<file path="config.mk">
export PLATFORM = sky130hd
export DESIGN_NAME = double_ended_queue_unit_flat
export DESIGN_NICKNAME = d
export VERILOG_FILES = /design/src/rtl/deq_pkg.sv /design/src/rtl/deq_if.sv /design/src/rtl/deq_ram.sv /design/src/rtl/deq_ctrl.sv /design/src/rtl/double_ended_queue_unit.sv /design/src/flat_wrapper.sv
export SDC_FILE = /design/constraint.sdc
export NUM_CORES = 1
export LEC_CHECK = 0
export ABC_AREA = 1
export BUFFER_PORTS_ARGS = -buffer_cell sky130_fd_sc_hd__buf_2
export CORE_MARGIN = 2
export CORE_UTILIZATION = 48
export CTS_CLUSTER_SIZE = 14
export DETAILED_ROUTE_END_ITERATION = 8
export PLACE_DENSITY = 0.64
export SKIP_CTS_REPAIR_TIMING = 1
export SYNTH_ARGS = -nofsm -noshare
export SYNTH_HDL_FRONTEND = slang
export SYNTH_SLANG_ARGS = --single-unit
</file>
<file path="constraint.sdc">
create_clock -name i_clk -period 6 [get_ports i_clk]
set_clock_uncertainty 0.1 [all_clocks]
set_input_delay 0.3 -clock i_clk [delete_from_list [all_inputs] [get_ports i_clk]]
set_output_delay 0.3 -clock i_clk [all_outputs]
set_load 0.02 [all_outputs]
</file>
<file path="src/rtl/deq_pkg.sv">
// ----------------------------------------------------------------------------
// deq_pkg
// Shared constants, codes, types and ring index helpers for the
// double-ended queue unit.
// ----------------------------------------------------------------------------
package deq_pkg;

    localparam int DEPTH      = 16;
    localparam int DATA_WIDTH = 32;
    localparam int IDX_W      = $clog2(DEPTH);
    localparam int CNT_W      = $clog2(DEPTH + 1);

    // operation codes
    localparam logic [1:0] FUNC_PUSH   = 2'd0;
    localparam logic [1:0] FUNC_POP    = 2'd1;
    localparam logic [1:0] FUNC_SEARCH = 2'd2;
    localparam logic [1:0] FUNC_CLEAR  = 2'd3;

    // status codes
    localparam logic [1:0] STAT_OK    = 2'd0;
    localparam logic [1:0] STAT_EMPTY = 2'd1;
    localparam logic [1:0] STAT_FULL  = 2'd2;

    typedef struct packed {
        logic                  we;
        logic                  re;
        logic [IDX_W-1:0]      addr;
        logic [DATA_WIDTH-1:0] wdata;
    } t_mem_req;

    typedef struct packed {
        logic [DATA_WIDTH-1:0] item_value;
        logic                  found;
        logic [1:0]            status;
        logic [CNT_W-1:0]      occupancy;
    } t_res;

    // base + off modulo DEPTH, valid for off < DEPTH + 1
    function automatic logic [IDX_W-1:0] ring_add(input logic [IDX_W-1:0] base,
                                                  input logic [CNT_W-1:0] off);
        logic [CNT_W:0] sum;
        sum = (CNT_W + 1)'(base) + (CNT_W + 1)'(off);
        if (sum >= (CNT_W + 1)'(DEPTH)) begin
            sum = sum - (CNT_W + 1)'(DEPTH);
        end
        return sum[IDX_W-1:0];
    endfunction

    function automatic logic [IDX_W-1:0] ring_dec(input logic [IDX_W-1:0] base);
        logic [IDX_W-1:0] res;
        if (base == '0) begin
            res = IDX_W'(DEPTH - 1);
        end else begin
            res = base - IDX_W'(1);
        end
        return res;
    endfunction

endpackage

</file>
<file path="src/rtl/deq_if.sv">
// ----------------------------------------------------------------------------
// deq_req_if / deq_rsp_if
// Valid/ready channels for queue operations and their results.
// ----------------------------------------------------------------------------
interface deq_req_if;
    import deq_pkg::*;

    logic                  valid;
    logic                  ready;
    logic [1:0]            func;
    logic                  at_head;
    logic [DATA_WIDTH-1:0] value;

    modport source (output valid, output func, output at_head, output value,
                    input ready);
    modport sink   (input valid, input func, input at_head, input value,
                    output ready);
endinterface

interface deq_rsp_if;
    import deq_pkg::*;

    logic                  valid;
    logic                  ready;
    logic [DATA_WIDTH-1:0] item_value;
    logic                  found;
    logic [1:0]            status;
    logic [CNT_W-1:0]      occupancy;

    modport source (output valid, output item_value, output found, output status,
                    output occupancy, input ready);
    modport sink   (input valid, input item_value, input found, input status,
                    input occupancy, output ready);
endinterface

</file>
<file path="src/rtl/deq_ram.sv">
// ----------------------------------------------------------------------------
// deq_ram
// Single-port synchronous RAM with a registered read. Read data holds
// until the next read.
// ----------------------------------------------------------------------------
module deq_ram #(
    parameter int DEPTH = 16,
    parameter int WIDTH = 32,
    localparam int AW   = $clog2(DEPTH)
) (
    input  logic             i_clk,
    input  logic             i_we,
    input  logic             i_re,
    input  logic [AW-1:0]    i_addr,
    input  logic [WIDTH-1:0] i_wdata,
    output logic [WIDTH-1:0] o_rdata
);

    logic [WIDTH-1:0] r_mem [DEPTH];
    logic [WIDTH-1:0] r_rdata;

    always_ff @(posedge i_clk) begin
        if (i_we) begin
            r_mem[i_addr] <= i_wdata;
        end
    end

    always_ff @(posedge i_clk) begin
        if (i_re) begin
            r_rdata <= r_mem[i_addr];
        end
    end

    assign o_rdata = r_rdata;

endmodule

</file>
<file path="src/rtl/deq_ctrl.sv">
// ----------------------------------------------------------------------------
// deq_ctrl
// Operation sequencer: keeps head index and count, drives the ring store,
// walks the store for a search and builds one result per operation.
// ----------------------------------------------------------------------------
module deq_ctrl (
    input  logic                          i_clk,
    input  logic                          i_rst_n,
    deq_req_if.sink                       i_req,
    output deq_pkg::t_mem_req             o_mem,
    input  logic [deq_pkg::DATA_WIDTH-1:0] i_rdata,
    output deq_pkg::t_res                 o_res,
    output logic                          o_res_valid,
    input  logic                          i_res_ready
);
    import deq_pkg::*;

    localparam logic [1:0] S_IDLE = 2'd0;
    localparam logic [1:0] S_SRCH = 2'd1;
    localparam logic [1:0] S_DONE = 2'd2;

    logic [1:0]            r_state, n_state;
    logic [IDX_W-1:0]      r_head, n_head;
    logic [CNT_W-1:0]      r_count, n_count;
    logic [CNT_W-1:0]      r_pos, n_pos;
    logic [DATA_WIDTH-1:0] r_value, n_value;
    logic                  r_pop, n_pop;
    logic                  r_found, n_found;
    logic [1:0]            r_status, n_status;

    always_comb begin
        n_state  = r_state;
        n_head   = r_head;
        n_count  = r_count;
        n_pos    = r_pos;
        n_value  = r_value;
        n_pop    = r_pop;
        n_found  = r_found;
        n_status = r_status;
        o_mem       = '0;
        o_mem.wdata = i_req.value;
        o_res_valid = 1'b0;
        i_req.ready = (r_state == S_IDLE);

        unique case (r_state)
            S_IDLE: begin
                if (i_req.valid) begin
                    n_pop    = 1'b0;
                    n_found  = 1'b0;
                    n_status = STAT_OK;
                    n_value  = i_req.value;
                    n_state  = S_DONE;
                    unique case (i_req.func)
                        FUNC_PUSH: begin
                            if (r_count == CNT_W'(DEPTH)) begin
                                n_status = STAT_FULL;
                            end else begin
                                o_mem.we = 1'b1;
                                n_count  = r_count + CNT_W'(1);
                                if (i_req.at_head) begin
                                    o_mem.addr = ring_dec(r_head);
                                    n_head     = ring_dec(r_head);
                                end else begin
                                    o_mem.addr = ring_add(r_head, r_count);
                                end
                            end
                        end
                        FUNC_POP: begin
                            if (r_count == '0) begin
                                n_status = STAT_EMPTY;
                            end else begin
                                o_mem.re = 1'b1;
                                n_pop    = 1'b1;
                                n_count  = r_count - CNT_W'(1);
                                if (i_req.at_head) begin
                                    o_mem.addr = r_head;
                                    n_head     = ring_add(r_head, CNT_W'(1));
                                end else begin
                                    o_mem.addr = ring_add(r_head, r_count - CNT_W'(1));
                                end
                            end
                        end
                        FUNC_SEARCH: begin
                            if (r_count != '0) begin
                                o_mem.re   = 1'b1;
                                o_mem.addr = r_head;
                                n_pos      = CNT_W'(1);
                                n_state    = S_SRCH;
                            end
                        end
                        FUNC_CLEAR: begin
                            n_head  = '0;
                            n_count = '0;
                        end
                    endcase
                end
            end
            S_SRCH: begin
                // read data belongs to offset r_pos - 1
                if (i_rdata == r_value) begin
                    n_found = 1'b1;
                    n_state = S_DONE;
                end else if (r_pos == r_count) begin
                    n_state = S_DONE;
                end else begin
                    o_mem.re   = 1'b1;
                    o_mem.addr = ring_add(r_head, r_pos);
                    n_pos      = r_pos + CNT_W'(1);
                end
            end
            S_DONE: begin
                o_res_valid = 1'b1;
                if (i_res_ready) begin
                    n_state = S_IDLE;
                end
            end
            default: begin
                n_state = S_IDLE;
            end
        endcase
    end

    // no read is issued in the done state, so popped data is still on the port
    assign o_res.item_value = r_pop ? i_rdata : '0;
    assign o_res.found      = r_found;
    assign o_res.status     = r_status;
    assign o_res.occupancy  = r_count;

    always_ff @(posedge i_clk) begin
        if (!i_rst_n) begin
            r_state <= S_IDLE;
            r_head  <= '0;
            r_count <= '0;
            r_pop   <= 1'b0;
        end else begin
            r_state <= n_state;
            r_head  <= n_head;
            r_count <= n_count;
            r_pop   <= n_pop;
        end
    end

    always_ff @(posedge i_clk) begin
        r_pos    <= n_pos;
        r_value  <= n_value;
        r_found  <= n_found;
        r_status <= n_status;
    end

endmodule

</file>
<file path="src/rtl/double_ended_queue_unit.sv">
// ----------------------------------------------------------------------------
// double_ended_queue_unit
// Bounded double-ended queue of 16 words kept in a ring store RAM.
//
// Channels: i_req carries one operation per transfer (func, at_head, value);
// o_rsp returns exactly one result per operation (item_value, found, status,
// occupancy), in order.
// Sequencing: push, pop and clear pass the sequencer's idle and done states;
// a push that fits writes the RAM once, a pop from a non-empty queue reads it
// once, clear leaves it alone. A search reads one held entry per cycle from
// the RAM, stopping at the first match. The result loads the output register
// as the sequencer leaves done; i_req is ready again while it waits on o_rsp.
// Writes and reads of the store never fall in the same cycle for one entry,
// so no forwarding is needed.
// Reset: the queue becomes empty with head index zero; store contents are
// left as they are. While o_rsp is stalled with a result held, the
// sequencer finishes at most one more operation and then holds i_req off.
// ----------------------------------------------------------------------------
module double_ended_queue_unit (
    input  logic       i_clk,
    input  logic       i_rst_n,
    deq_req_if.sink    i_req,
    deq_rsp_if.source  o_rsp
);
    import deq_pkg::*;

    t_mem_req              mem_req;
    logic [DATA_WIDTH-1:0] rdata;
    t_res                  res;
    logic                  res_valid;
    logic                  res_ready;

    logic                  r_out_valid;
    t_res                  r_out;

    deq_ctrl u_ctrl (
        .i_clk       (i_clk),
        .i_rst_n     (i_rst_n),
        .i_req       (i_req),
        .o_mem       (mem_req),
        .i_rdata     (rdata),
        .o_res       (res),
        .o_res_valid (res_valid),
        .i_res_ready (res_ready)
    );

    deq_ram #(
        .DEPTH (DEPTH),
        .WIDTH (DATA_WIDTH)
    ) u_ram (
        .i_clk   (i_clk),
        .i_we    (mem_req.we),
        .i_re    (mem_req.re),
        .i_addr  (mem_req.addr),
        .i_wdata (mem_req.wdata),
        .o_rdata (rdata)
    );

    // output register, refilled in the cycle it drains
    assign res_ready = !r_out_valid || o_rsp.ready;

    always_ff @(posedge i_clk) begin
        if (!i_rst_n) begin
            r_out_valid <= 1'b0;
        end else if (res_valid && res_ready) begin
            r_out_valid <= 1'b1;
        end else if (o_rsp.ready) begin
            r_out_valid <= 1'b0;
        end
    end

    always_ff @(posedge i_clk) begin
        if (res_valid && res_ready) begin
            r_out <= res;
        end
    end

    assign o_rsp.valid      = r_out_valid;
    assign o_rsp.item_value = r_out.item_value;
    assign o_rsp.found      = r_out.found;
    assign o_rsp.status     = r_out.status;
    assign o_rsp.occupancy  = r_out.occupancy;

endmodule

</file>
<file path="src/flat_wrapper.sv">
// flat-port wrapper written by rule: the top's interface ports become plain ports
module double_ended_queue_unit_flat import deq_pkg::*;
  (i_clk, i_rst_n, i_req_valid, i_req_func, i_req_at_head, i_req_value, i_req_ready, o_rsp_valid, o_rsp_item_value, o_rsp_found, o_rsp_status, o_rsp_occupancy, o_rsp_ready);
  deq_req_if i_req_i ();
  deq_rsp_if o_rsp_i ();
  input  logic i_clk;
  input  logic i_rst_n;
  input wire logic [$bits(i_req_i.valid)-1:0] i_req_valid;
  input wire logic [$bits(i_req_i.func)-1:0] i_req_func;
  input wire logic [$bits(i_req_i.at_head)-1:0] i_req_at_head;
  input wire logic [$bits(i_req_i.value)-1:0] i_req_value;
  output wire logic [$bits(i_req_i.ready)-1:0] i_req_ready;
  output wire logic [$bits(o_rsp_i.valid)-1:0] o_rsp_valid;
  output wire logic [$bits(o_rsp_i.item_value)-1:0] o_rsp_item_value;
  output wire logic [$bits(o_rsp_i.found)-1:0] o_rsp_found;
  output wire logic [$bits(o_rsp_i.status)-1:0] o_rsp_status;
  output wire logic [$bits(o_rsp_i.occupancy)-1:0] o_rsp_occupancy;
  input wire logic [$bits(o_rsp_i.ready)-1:0] o_rsp_ready;
  assign i_req_i.valid = i_req_valid;
  assign i_req_i.func = i_req_func;
  assign i_req_i.at_head = i_req_at_head;
  assign i_req_i.value = i_req_value;
  assign i_req_ready = i_req_i.ready;
  assign o_rsp_valid = o_rsp_i.valid;
  assign o_rsp_item_value = o_rsp_i.item_value;
  assign o_rsp_found = o_rsp_i.found;
  assign o_rsp_status = o_rsp_i.status;
  assign o_rsp_occupancy = o_rsp_i.occupancy;
  assign o_rsp_i.ready = o_rsp_ready;
  double_ended_queue_unit u_core (.i_clk(i_clk), .i_rst_n(i_rst_n), .i_req(i_req_i), .o_rsp(o_rsp_i));
endmodule
</file>
==> out/summary.txt <==
power per cell area: 338 nW/um^2
Post-synth ARST share: 0
TritonCTS clock tree: done
CTS Buffer Depth: 3
met3 routed WL: 5030 um
initial antenna violation count: 1
final WL: 69600 um
mux cell area share after synthesis: 0
Net Count, Synth: 2693
LEAKAGE: 12.7 nW
startpoint types: register
P_sw: 2.69 mW
Post-Route M1 WL: 29100 um
worst path required time: 6.18 ns
Final GP Congestion: 0.920
crit-path max FO: 119
maximum clock rate: 0.215 GHz
Netlist cell types: 41
flops & latches, synth: 637
Layout area overhead: 12.0%
die area: 59800 um^2
adder-cell share of the synthesized area: 0.0116
final slew viol count: 0
CTS Sinks: 637
prevailing post-synth register cell: edfxtp_1
Final min period: 4.64 ns
DRT antenna net count: 0
DR top layer: met5
Cell Area, Synth: 27800 um^2
Least-Margin Pin Slew: 1.05 ns
Reg clk slew, reported paths: 0.06 ns
CP max stage delay: 0.77 ns
Post-Synth XOR/XNOR Area: 0.0129
row count: 88
antenna cells: 0
mean post-synth cell area: 10.6 um^2
CP max stage cell: nor2_4
Core Area: 57500 um^2
layout cells sized above 1: 0.0991
Synth Warn #: 0
Worst Setup End Kind: register
Die Height: 245 um
Setup Crit Path Kind: reg2reg
DP HPWL: 37100 um
number of flops mapped to enable cells by yosys: 624
Starting Density: 0.483
Starting DRT DRC Count: 1694
Num CTS Buffers: 67
total via count in the routed design: 18600
largest family of logic cells by synthesized area: simple AND/OR/NAND/NOR gates
logic gate share of total power: 0.125
status: finished, final reports clean
clock power share: 0.388
Worst Path Arrival: 4.82 ns
Fin. Hold Viols: 0
Final Setup Violations: 0
met2 routed WL: 33500 um
MaxCap Viol Count: 0
Seq/Total Area, Yosys: 0.684
hold path cells: 1
io pins: 81
pin count of the biggest net entering global routing: 170
Post-Synth Simple-Gate Area: 0.232
TNS Setup: 0 ns
fill cell count: 4873
global-route wire length before repair: 108000 um
Max IR drop VDD: 0.215 mV
Post-Syn Instances: 2630
Skew-Pair Late Insertion Delay: 0.60 ns
total track usage: 0.236
GRT overflow: 0
Flop pwr share: 0.487
RSZ-0062 raised after global routing: no
Tcrit/Tclk final: 0.774
NumNets Final: 2750
total power: 10.5 mW
first drt pass iteration count: 7
Port Buffers: 80
worst rel slew slack: 0.300
hold crit path type: in2reg
Synth Area in Compound Gates: 0.0104
H-tree depth: 3
crit path cell chain: inv_1 -> ha_1 -> a31oi_1 -> nand2_1 -> nand3b_1 -> nand3_1 -> nand2_8 -> nand4_1 -> nor2_4 -> buf_4
die width: 245 um
Switching Share: 0.256
drt drc: 0
R2R cell count: 10
Vias/cell: 5.32
DR WL/cell: 19.9 um
vias in the first global route: 18800
Root Driver: clkbuf_16
cell-internal power: 7.82 mW
==> sequential cells by signal (all words and copies together) (netlist names) <==
| register | cells |
|---|---|
| u_core.o_rsp.found | 1 |
| u_core.o_rsp.item_value | 32 |
| u_core.o_rsp.occupancy | 5 |
| u_core.o_rsp.status | 2 |
| u_core.o_rsp.valid | 1 |
| u_core.u_ctrl.r_count | 5 |
| u_core.u_ctrl.r_found | 1 |
| u_core.u_ctrl.r_head | 4 |
| u_core.u_ctrl.r_pop | 1 |
| u_core.u_ctrl.r_pos | 5 |
| u_core.u_ctrl.r_state | 2 |
| u_core.u_ctrl.r_status | 2 |
| u_core.u_ctrl.r_value | 32 |
| u_core.u_ram.o_rdata | 32 |
| u_core.u_ram.r_mem | 512 |
==> through the flow <==
stage | setup WS [ns] | cells | util | instance area, um^2 | hold WS [ns]
after global placement | 1.59 | 3380 | 0.504 | 29000 | 0.310
after global routing | 1.22 | 3500 | 0.541 | 31100 | 0.000700
final | 1.36 | 3500 | 0.541 | 31100 | 0.00253
after CTS | 1.44 | 3497 | 0.541 | 31100 | -0.0750
after detailed placement | 1.47 | 3380 | 0.504 | 29000 | 0.312
after floorplan | 1.46 | 2630 | - | 27800 | 0.299
==> Yosys cell counts (3+ instances only) <==
cell | count | area [um^2]
buf_2 | 80 | 400
nand4_1 | 5 | 31.3
a31oi_1 | 3 | 18.8
nand3_2 | 3 | 30.0
inv_1 | 124 | 465
o21ai_0 | 12 | 60.1
dfxtp_1 | 13 | 260
clkinv_1 | 19 | 71.3
nor2_1 | 51 | 191
nand2_1 | 1228 | 4610
buf_1 | 6 | 22.5
nand3b_1 | 3 | 22.5
ha_1 | 21 | 263
xnor2_1 | 30 | 263
xor2_1 | 11 | 96.3
buf_6 | 7 | 78.8
nand2_2 | 9 | 56.3
clkbuf_1 | 8 | 30.0
inv_2 | 17 | 63.8
nor2_4 | 3 | 33.8
o21ai_1 | 4 | 20.0
edfxtp_1 | 624 | 18700
nand3_1 | 277 | 1390
a211oi_1 | 6 | 45.0
fa_1 | 3 | 60.1
o22ai_1 | 3 | 18.8
a21oi_1 | 12 | 60.1
buf_4 | 30 | 225
nor2_2 | 3 | 18.8
==> worst paths after layout <==
path	slack (ns)	from	to
worst max-delay path	1.36	u_core.u_ctrl.r_head[1]	u_core.u_ram.r_mem[14][29]
worst min-delay path	0.003	i_req_value[24]	u_core.u_ctrl.r_value[24]
worst max register to register	1.36	u_core.u_ctrl.r_head[1]	u_core.u_ram.r_mem[14][29]
worst min register to register	0.32	u_core.u_ctrl.r_status[1]	u_core.o_rsp.status[1]
==> power groups by stage <==
stage               Combinational (mW)  Sequential, mW  Clock [mW]
global placement                  1.29            5.22           0
CTS                               1.31            5.13        4.13
global route                      1.48            5.13        4.30
finish                            1.31            5.13        4.08
detailed placement                1.30            5.22           0
floorplan                        0.892            5.23           0
==> logic make-up (layout without fill, tap and decap cells) <==
kind of cell,after synthesis,in the layout
and+or+nand+nor,1588,1588
DFF,637,637
buffers and inverters,292,397
AOI/OAI and AO/OA,48,48
xor gates and xnor gates,41,41
adders and majority gates,24,24
==> per-layer routing <==
| layer | track usage | up-vias |
|---|---|---|
| li1 | - | 8821 |
| met1 | 0.311 | 8946 |
| met2 | 0.396 | 728 |
| met3 | 0.0354 | 139 |
| met4 | 0.0886 | 2 |
| met5 | 0 | - |
==> worst max-delay path, delay by kind of cell (launching register included) <==
kind	cells	cell delay (ns)
AND/OR/NAND/NOR	6	2.42
flip-flops	1	0.59
adder cells (fa/ha/maj)	1	0.30
buffers and inverters	2	0.62
AO/OA/AOI/OAI	1	0.25
==> final cells by class <==
class	instances	area, um^2	area share
flip-flops and latches	637	19000	0.611
multi-input cells	1701	7590	0.244
clock buffers	85	1810	0.0581
well taps	765	957	0.0308
repair buffers	120	833	0.0268
inverters	160	603	0.0194
clock inverters	32	324	0.0104
==> cells in the final DEF, fill, tap and decap left out, types with 27 or more instances in the layout <==
cell type / netlist / layout
clkinv_1: 19 / 27
inv_1: 124 / 123
buf_4: 30 / 27
xnor2_1: 30 / 30
edfxtp_1: 624 / 624
buf_2: 80 / 80
clkbuf_16: 0 / 69
nand3_1: 277 / 277
nor2_1: 51 / 34
nand2_1: 1228 / 1228
(Power assumes the default switching activity.)
